==> src/rtl/svc_pkg.sv <==
// Shared types and constants for the signed varint codec.
// Depends on nothing; used by every module of the codec.
`timescale 1ns / 1ps

package svc_pkg;

	// Mode register codes
	localparam logic MODE_PACK   = 1'b0;
	localparam logic MODE_UNPACK = 1'b1;

	// Job kinds carried from front to back
	localparam logic JOB_PACK  = 1'b0;
	localparam logic JOB_VALUE = 1'b1;

	// Default depth of the job queue between front and back
	localparam int QUEUE_DEPTH_DEF = 2;

	// Field widths
	localparam int VALUE_W = 32;
	localparam int BYTE_W  = 8;
	localparam int POS_W   = 3;

	// Byte layout constants
	localparam logic [BYTE_W-1:0] EXT_BIT   = 8'h80;
	localparam logic [BYTE_W-1:0] SIGN_BIT  = 8'h40;
	localparam logic [BYTE_W-1:0] LOW6_MASK = 8'h3F;
	localparam logic [BYTE_W-1:0] LOW7_MASK = 8'h7F;

	// Last byte position of a number (fifth byte)
	localparam logic [POS_W-1:0] POS_LAST = 3'd4;

	// One unit of work for the back end
	typedef struct packed {
		logic               kind;  // JOB_PACK or JOB_VALUE
		logic               neg;   // sign bit for a pack job
		logic [VALUE_W-1:0] data;  // magnitude to pack, or decoded value
	} svc_job_t;

	// Queue write side
	typedef struct packed {
		logic     valid;
		svc_job_t job;
	} svc_enq_t;

	// Queue read side
	typedef struct packed {
		logic     valid;
		svc_job_t job;
	} svc_deq_t;

endpackage

==> src/rtl/svc_front.sv <==
// Front end of the signed varint codec: accepts input transactions, prepares pack
// jobs and runs the byte decoder. Depends on svc_pkg.
`timescale 1ns / 1ps

module svc_front (
	input  logic                        clk,
	input  logic                        arst_n,
	input  logic                        mode,
	input  logic                        accept,
	input  logic [svc_pkg::VALUE_W-1:0] value_in,
	input  logic [svc_pkg::BYTE_W-1:0]  in_byte,
	input  logic                        end_of_buffer,
	output svc_pkg::svc_enq_t           enq
);
	import svc_pkg::*;

	logic [VALUE_W-1:0] acc_q;
	logic [POS_W-1:0]   pos_q;
	logic               sign_q;

	logic [VALUE_W-1:0] acc_next;
	logic [VALUE_W-1:0] ins_bits;
	logic [VALUE_W-1:0] low7;
	logic               sign_next;
	logic               done;

	assign low7 = {{(VALUE_W-7){1'b0}}, in_byte[6:0]};

	// Place the payload bits of this byte by position
	always_comb begin
		ins_bits = '0;
		unique case (pos_q)
			3'd0:    ins_bits = {{(VALUE_W-6){1'b0}}, in_byte[5:0]};
			3'd1:    ins_bits = low7 << 6;
			3'd2:    ins_bits = low7 << 13;
			3'd3:    ins_bits = low7 << 20;
			3'd4:    ins_bits = low7 << 27;
			default: ins_bits = low7 << 27;
		endcase
	end

	assign sign_next = (pos_q == '0) ? in_byte[6] : sign_q;
	assign acc_next  = (pos_q == '0) ? ins_bits : (acc_q | ins_bits);
	assign done      = !in_byte[7] || (pos_q >= POS_LAST);

	// Build the job for the queue
	always_comb begin
		enq.valid    = 1'b0;
		enq.job.kind = JOB_PACK;
		enq.job.neg  = value_in[VALUE_W-1];
		enq.job.data = value_in[VALUE_W-1] ? ~value_in : value_in;
		if (mode == MODE_PACK) begin
			enq.valid = accept;
		end else begin
			enq.valid    = accept && done;
			enq.job.kind = JOB_VALUE;
			enq.job.neg  = 1'b0;
			enq.job.data = sign_next ? ~acc_next : acc_next;
		end
	end

	// Advance the decoder state on each unpack transaction
	always_ff @(posedge clk or negedge arst_n) begin
		if (!arst_n) begin
			acc_q  <= '0;
			pos_q  <= '0;
			sign_q <= 1'b0;
		end else if (accept && mode == MODE_UNPACK) begin
			if (done || end_of_buffer) begin
				acc_q  <= '0;
				pos_q  <= '0;
				sign_q <= 1'b0;
			end else begin
				acc_q  <= acc_next;
				pos_q  <= pos_q + 1'b1;
				sign_q <= sign_next;
			end
		end
	end

endmodule

==> src/rtl/svc_queue.sv <==
// Short job queue between front and back of the signed varint codec.
// Depends on svc_pkg.
`timescale 1ns / 1ps

module svc_queue #(
	parameter int DEPTH = svc_pkg::QUEUE_DEPTH_DEF
) (
	input  logic              clk,
	input  logic              arst_n,
	input  svc_pkg::svc_enq_t enq,
	output logic              full,
	output svc_pkg::svc_deq_t deq,
	input  logic              deq_pop
);
	import svc_pkg::*;

	localparam int AW = (DEPTH > 1) ? $clog2(DEPTH) : 1;
	localparam int CW = $clog2(DEPTH + 1);

	svc_job_t          mem_q [DEPTH];
	logic [AW-1:0]     wr_q;
	logic [AW-1:0]     rd_q;
	logic [CW-1:0]     cnt_q;
	logic              do_wr;
	logic              do_rd;

	assign full      = (cnt_q == CW'(DEPTH));
	assign deq.valid = (cnt_q != '0);
	assign deq.job   = mem_q[rd_q];
	assign do_wr     = enq.valid && !full;
	assign do_rd     = deq_pop && deq.valid;

	// Store the incoming job
	always_ff @(posedge clk) begin
		if (do_wr) begin
			mem_q[wr_q] <= enq.job;
		end
	end

	// Advance pointers and count
	always_ff @(posedge clk or negedge arst_n) begin
		if (!arst_n) begin
			wr_q  <= '0;
			rd_q  <= '0;
			cnt_q <= '0;
		end else begin
			if (do_wr) begin
				wr_q <= (wr_q == AW'(DEPTH - 1)) ? '0 : wr_q + 1'b1;
			end
			if (do_rd) begin
				rd_q <= (rd_q == AW'(DEPTH - 1)) ? '0 : rd_q + 1'b1;
			end
			if (do_wr && !do_rd) begin
				cnt_q <= cnt_q + 1'b1;
			end else if (do_rd && !do_wr) begin
				cnt_q <= cnt_q - 1'b1;
			end
		end
	end

endmodule

==> src/rtl/svc_back.sv <==
// Back end of the signed varint codec: serializes pack jobs into bytes, passes
// decoded values on and holds the result register. Depends on svc_pkg.
`timescale 1ns / 1ps

module svc_back (
	input  logic                        clk,
	input  logic                        arst_n,
	input  svc_pkg::svc_deq_t           deq,
	output logic                        deq_pop,
	output logic                        empty,
	input  logic                        pop,
	output logic [svc_pkg::BYTE_W-1:0]  byte_out,
	output logic                        byte_last,
	output logic [svc_pkg::VALUE_W-1:0] value_out
);
	import svc_pkg::*;

	// Current job
	logic               cur_vld_q;
	logic               cur_kind_q;
	logic               cur_neg_q;
	logic               cur_first_q;
	logic [VALUE_W-1:0] cur_data_q;

	// Result register
	logic               out_vld_q;
	logic [BYTE_W-1:0]  out_byte_q;
	logic               out_last_q;
	logic [VALUE_W-1:0] out_value_q;

	logic               adv;
	logic               cur_done;
	logic [VALUE_W-1:0] rest;
	logic [BYTE_W-1:0]  nbyte;

	// Cut the next byte from the current job
	always_comb begin
		if (cur_first_q) begin
			rest  = cur_data_q >> 6;
			nbyte = {(rest != '0), cur_neg_q, cur_data_q[5:0]};
		end else begin
			rest  = cur_data_q >> 7;
			nbyte = {(rest != '0), cur_data_q[6:0]};
		end
	end

	assign adv      = cur_vld_q && (!out_vld_q || pop);
	assign cur_done = adv && ((cur_kind_q == JOB_VALUE) || (rest == '0));
	assign deq_pop  = deq.valid && (!cur_vld_q || cur_done);

	// Load, step and retire the current job
	always_ff @(posedge clk or negedge arst_n) begin
		if (!arst_n) begin
			cur_vld_q <= 1'b0;
		end else if (deq_pop) begin
			cur_vld_q <= 1'b1;
		end else if (cur_done) begin
			cur_vld_q <= 1'b0;
		end
	end

	always_ff @(posedge clk) begin
		if (deq_pop) begin
			cur_kind_q  <= deq.job.kind;
			cur_neg_q   <= deq.job.neg;
			cur_data_q  <= deq.job.data;
			cur_first_q <= 1'b1;
		end else if (adv) begin
			cur_data_q  <= rest;
			cur_first_q <= 1'b0;
		end
	end

	// Hold the result until it is taken
	always_ff @(posedge clk or negedge arst_n) begin
		if (!arst_n) begin
			out_vld_q <= 1'b0;
		end else if (adv) begin
			out_vld_q <= 1'b1;
		end else if (pop) begin
			out_vld_q <= 1'b0;
		end
	end

	always_ff @(posedge clk) begin
		if (adv) begin
			if (cur_kind_q == JOB_VALUE) begin
				out_byte_q  <= '0;
				out_last_q  <= 1'b0;
				out_value_q <= cur_data_q;
			end else begin
				out_byte_q  <= nbyte;
				out_last_q  <= (rest == '0);
				out_value_q <= '0;
			end
		end
	end

	assign empty     = !out_vld_q;
	assign byte_out  = out_byte_q;
	assign byte_last = out_last_q;
	assign value_out = out_value_q;

endmodule

==> src/rtl/signed_varint_codec_unit.sv <==
// Top level of the signed varint codec: mode register, front end, job queue
// and back end. Depends on svc_pkg, svc_front, svc_queue and svc_back.
//
//   channel  | handshake        | payload
//   ---------+------------------+--------------------------------------
//   input    | push / full      | value_in, in_byte, end_of_buffer
//   result   | empty / pop      | byte_out, byte_last, value_out
//   config   | cfg_we           | cfg_wdata (mode: 0 pack, 1 unpack)
//
// An unpack transaction carries one input byte; a packed integer leaves as one
// to five bytes, one per cycle unless pop stalls, set by the back-end serializer.
// Results pass the job queue, the current-job register and the result register.
// Reset clears the mode, the decoder state, the queue and the result register;
// there is no clearing pass. full rises only when the job queue is full, so
// input and result sides stall independently.
`timescale 1ns / 1ps

module signed_varint_codec_unit #(
	parameter int QUEUE_DEPTH = svc_pkg::QUEUE_DEPTH_DEF
) (
	input  logic                        clk,
	input  logic                        arst_n,
	input  logic                        cfg_we,
	input  logic                        cfg_wdata,
	input  logic                        push,
	output logic                        full,
	input  logic [svc_pkg::VALUE_W-1:0] value_in,
	input  logic [svc_pkg::BYTE_W-1:0]  in_byte,
	input  logic                        end_of_buffer,
	output logic                        empty,
	input  logic                        pop,
	output logic [svc_pkg::BYTE_W-1:0]  byte_out,
	output logic                        byte_last,
	output logic [svc_pkg::VALUE_W-1:0] value_out
);
	import svc_pkg::*;

	logic     mode_q;
	logic     accept;
	svc_enq_t enq;
	svc_deq_t deq;
	logic     deq_pop;

	// Hold the mode register
	always_ff @(posedge clk or negedge arst_n) begin
		if (!arst_n) begin
			mode_q <= MODE_PACK;
		end else if (cfg_we) begin
			mode_q <= cfg_wdata;
		end
	end

	assign accept = push && !full;

	svc_front u_front (
		.clk           (clk),
		.arst_n        (arst_n),
		.mode          (mode_q),
		.accept        (accept),
		.value_in      (value_in),
		.in_byte       (in_byte),
		.end_of_buffer (end_of_buffer),
		.enq           (enq)
	);

	svc_queue #(
		.DEPTH (QUEUE_DEPTH)
	) u_queue (
		.clk     (clk),
		.arst_n  (arst_n),
		.enq     (enq),
		.full    (full),
		.deq     (deq),
		.deq_pop (deq_pop)
	);

	svc_back u_back (
		.clk       (clk),
		.arst_n    (arst_n),
		.deq       (deq),
		.deq_pop   (deq_pop),
		.empty     (empty),
		.pop       (pop),
		.byte_out  (byte_out),
		.byte_last (byte_last),
		.value_out (value_out)
	);

endmodule
==> config.mk <==
export PLATFORM = sky130hd
export DESIGN_NAME = signed_varint_codec_unit
export DESIGN_NICKNAME = d
export VERILOG_FILES = /design/src/rtl/svc_pkg.sv /design/src/rtl/svc_front.sv /design/src/rtl/svc_queue.sv /design/src/rtl/svc_back.sv /design/src/rtl/signed_varint_codec_unit.sv
export SDC_FILE = /design/constraint.sdc
export NUM_CORES = 1
export LEC_CHECK = 0
export ABC_AREA = 0
export BUFFER_PORTS_ARGS = -buffer_cell sky130_fd_sc_hd__buf_2
export CORE_UTILIZATION = 35
export CTS_BUF_LIST = sky130_fd_sc_hd__clkbuf_4 sky130_fd_sc_hd__clkbuf_8 sky130_fd_sc_hd__clkbuf_16
export CTS_CLUSTER_SIZE = 24
export DETAILED_ROUTE_END_ITERATION = 7
export SYNTH_ARGS = -nofsm -noshare
export SYNTH_HDL_FRONTEND = slang
export SYNTH_SLANG_ARGS = --single-unit
export TNS_END_PERCENT = 100
==> constraint.sdc <==
create_clock -name clk -period 3 [get_ports clk]
set_input_delay 0.3 -clock clk [delete_from_list [all_inputs] [get_ports clk]]
set_output_delay 0.3 -clock clk [all_outputs]
set_load 0.01 [all_outputs]
==> impl_metrics.env <==
export IMPL_power_density_nw_per_um2=968
export IMPL_ys_async_sr_fraction=0.230
export IMPL_cts_inserted_buffers=17
export IMPL_r2r_end="u_queue.mem_q[0][10]$_DFFE_PP_"
export IMPL_routed_top_layer="met4"
export IMPL_vias=5391
export IMPL_hold_viol=0
export IMPL_drt_met1_wl_microns=8970
export IMPL_startpoint="u_front.pos_q[0]$_DFFE_PN0P_"
export IMPL_report_final_setup_viol=0
export IMPL_skew_ns=0.0122
export IMPL_finalCritPeriodShare=0.817
export IMPL_clkTransAtPathRegs_ns=0.07
export IMPL_timing_final_max_slew_violations=0
export IMPL_worstSetupStartpointType="flop"
export IMPL_final_cells=1112
export IMPL_synth_cell_types=42
export IMPL_finalCriticalPeriod_ns=2.45
export IMPL_power_internal_mw=6.47
export IMPL_gp_congestion=0.861
export IMPL_ir_drop_uv=386
export IMPL_critPathKind="reg -> reg"
export IMPL_ioPinCount=90
export IMPL_syn_nets=747
export IMPL_cts_root_buffer="clkbuf_16"
export IMPL_via_per_inst=4.85
export IMPL_switching_share=0.340
export IMPL_grt_pass1_wl_microns=29400
export IMPL_clk_path_buf_depth=2
export IMPL_drc_errors=0
export IMPL_area_delta_synth_final_pct=16.1
export IMPL_first_pass_iters=5
export IMPL_drive_gt1_frac=0.192
export IMPL_cp_arrival_ns=2.65
export IMPL_cts_hold_buffers=0
export IMPL_worst_slack_ns=0.548
export IMPL_rrSetupSlack_ns=0.55
export IMPL_clkPwrFrac=0.234
export IMPL_p_leak_nw=4.07
export IMPL_maxSlewHeadroom=0.272
export IMPL_reg2reg_depth=8
export IMPL_power_share_sequential=0.441
export IMPL_tightest_slew_ns=1.09
export IMPL_cts_setup_buffers=0
export IMPL_clock_sinks=187
export IMPL_synth_seq_area_share=0.618
export IMPL_place_ws_ns=0.617
export IMPL_finalWirelength_microns=18800
export IMPL_syn_area_sq_um=8720
export IMPL_maxCapViolations=0
export IMPL_clk_latency_ns=0.43
export IMPL_antenna_found_initial=0
export IMPL_yosysWarnings=0
export IMPL_die_height_microns=160
export IMPL_wl_per_cell_microns=16.9
export IMPL_io_buffers=89
export IMPL_placed_cells=1080
export IMPL_drtIter0Drc=536
export IMPL_rows=57
export IMPL_ys_ff_latch=187
export IMPL_required_ns=3.20
export IMPL_cts_tree="done"
export IMPL_rsz0062_at_grt="false"
export IMPL_wl_met3_microns=849
export IMPL_grt_max_degree=57
export IMPL_pwr_share_comb=0.324
export IMPL_grt_use_total=0.151
export IMPL_p_sw_mw=3.33
export IMPL_grt_pass1_vias=5181
export IMPL_antenna_cells=0
export IMPL_syn_area_per_cell_sq_um=12.6
export IMPL_reg2reg_from="u_front.pos_q[0]$_DFFE_PN0P_"
export IMPL_nets=828
export IMPL_ys_flop_type="edfxtp_1"
export IMPL_synth_edf_count=143
export IMPL_setup_tns_ns=0
export IMPL_die_area_sq_um=25600
export IMPL_end_kind="flop"
export IMPL_met2_length_microns=8770
export IMPL_synthCells=694
export IMPL_hp_class="in -> async"
export IMPL_status="finished, final reports clean"
export IMPL_antenna_left=0
export IMPL_cts_max_level=4
export IMPL_cts_resized=0
export IMPL_coreArea_sq_um=24400
export IMPL_dp_hpwl_microns=12900
export IMPL_fp_dieW_microns=160
export IMPL_initial_utilization=0.358
export IMPL_timing_fmax_ghz=0.408
export IMPL_critPathMaxFanout=20
export IMPL_grt_overflow=0
==> critical path, cell delays in order (launching register included) <==
cell,delay (ns)
dfrtp_1,0.43
inv_1,0.10
ha_1,0.37
nor2b_1,0.30
nor2_1,0.09
a21oi_2,0.13
buf_4,0.35
xnor2_1,0.12
a21oi_1,0.34
==> layer usage <==
layer	global-route usage	up-vias
li1	-	2651
met1	0.213	2577
met2	0.234	149
met3	0.0312	14
met4	0.0420	0
met5	0	-
==> final cells by class <==
class | instances | area [sq um]
tap | 324 | 405
fill | 2315 | 14300
clock buffer | 17 | 425
multi-input combinational | 449 | 3090
timing repair buffer | 107 | 593
sequential | 187 | 5390
clock inverter | 15 | 178
inverter | 13 | 48.8
==> cells in the final DEF (no fill, tap or decap), drive strengths merged, types with 4 or more instances in the layout <==
| cell type | n |
|---|---|
| a21oi | 38 |
| a22o | 6 |
| a22oi | 19 |
| a31oi | 4 |
| and2 | 36 |
| buf | 107 |
| clkbuf | 17 |
| dfrtp | 43 |
| edfxtp | 143 |
| ha | 6 |
| inv | 20 |
| mux2i | 86 |
| nand2 | 42 |
| nand2b | 6 |
| nand3 | 4 |
| nor2 | 51 |
| nor2b | 12 |
| nor3 | 11 |
| o21ai | 39 |
| or3 | 4 |
| xnor2 | 32 |
| xor2 | 29 |
==> cell families (layout without fill, tap and decap cells) <==
logic type	after synthesis	after routing	synth area share
buffers and inverters	58	152	0.0313
adders and majority gates	6	6	0.00860
xor gates and xnor gates	61	61	0.0612
and+or+nand+nor	170	170	0.0934
AOI/OAI and AO/OA	123	123	0.0852
DFF	187	187	0.618
muxes	89	89	0.103
==> power by group through the flow <==
stage / Combinational [mW] / Clock (mW) / Sequential, mW
after floorplan: 2.25 / 0 / 4.33
after global placement: 3.19 / 0 / 4.37
after detailed placement: 3.21 / 0 / 4.38
after CTS: 3.22 / 2.35 / 4.33
after global routing: 3.50 / 2.45 / 4.41
final: 3.18 / 2.30 / 4.33
==> sequential cells by signal (all words and copies together) (netlist names), 2 cells and up <==
| register | count |
|---|---|
| u_queue.cnt_q | 2 |
| u_back.cur_data_q | 32 |
| u_front.pos_q | 3 |
| u_queue.mem_q | 68 |
| u_back.value_out | 32 |
| u_back.byte_out | 8 |
| u_front.acc_q | 32 |
==> synthesized netlist by cell type (2+ instances only) <==
cell / n / share of area
nand2b_1: 6 / 0.0043
or3_1: 4 / 0.0029
mux2i_1: 86 / 0.099
and2_1: 36 / 0.026
inv_1: 13 / 0.0056
o21bai_1: 3 / 0.0026
buf_6: 5 / 0.0065
o21ai_0: 39 / 0.022
buf_4: 3 / 0.0026
o22ai_1: 3 / 0.0022
mux2_2: 3 / 0.0039
nor2_1: 50 / 0.022
edfxtp_1: 143 / 0.49
dfrtp_1: 43 / 0.12
a221oi_1: 3 / 0.0030
a32o_1: 2 / 0.0023
ha_1: 6 / 0.0086
xnor2_1: 32 / 0.032
xor2_1: 29 / 0.029
a22oi_1: 19 / 0.016
a21oi_1: 38 / 0.022
nor2b_1: 12 / 0.0086
nand3_1: 4 / 0.0023
a22o_1: 6 / 0.0060
nand2_1: 42 / 0.018
a31oi_1: 4 / 0.0029
clkbuf_1: 31 / 0.013
buf_2: 5 / 0.0029
nor3_1: 11 / 0.0063
==> worst max path at each step <==
stage | slack (ns) | endpoint
detailed placement | 0.62 | u_queue.mem_q[1][0]$_DFFE_PP_
global route | 0.32 | u_queue.mem_q[1][10]$_DFFE_PP_
finish | 0.55 | u_queue.mem_q[0][10]$_DFFE_PP_
global placement | 0.69 | u_queue.mem_q[1][0]$_DFFE_PP_
floorplan | 0.34 | u_queue.mem_q[0][0]$_DFFE_PP_
CTS | 0.57 | u_queue.mem_q[1][21]$_DFFE_PP_
==> per-stage QoR <==
stage | cell area (sq um) | power (mW) | hold slack (ns) | util
final | 10100 | 9.80 | 0.0641 | 0.415
after global routing | 10100 | 10.4 | 0.0846 | 0.415
after CTS | 10100 | 9.90 | 0.0867 | 0.415
after detailed placement | 9530 | 7.59 | 0.474 | 0.391
after global placement | 9530 | 7.55 | 0.463 | 0.391
after floorplan | 8720 | 6.58 | 0.00441 | -
No activity file was read; power rests on OpenSTA's default activity.
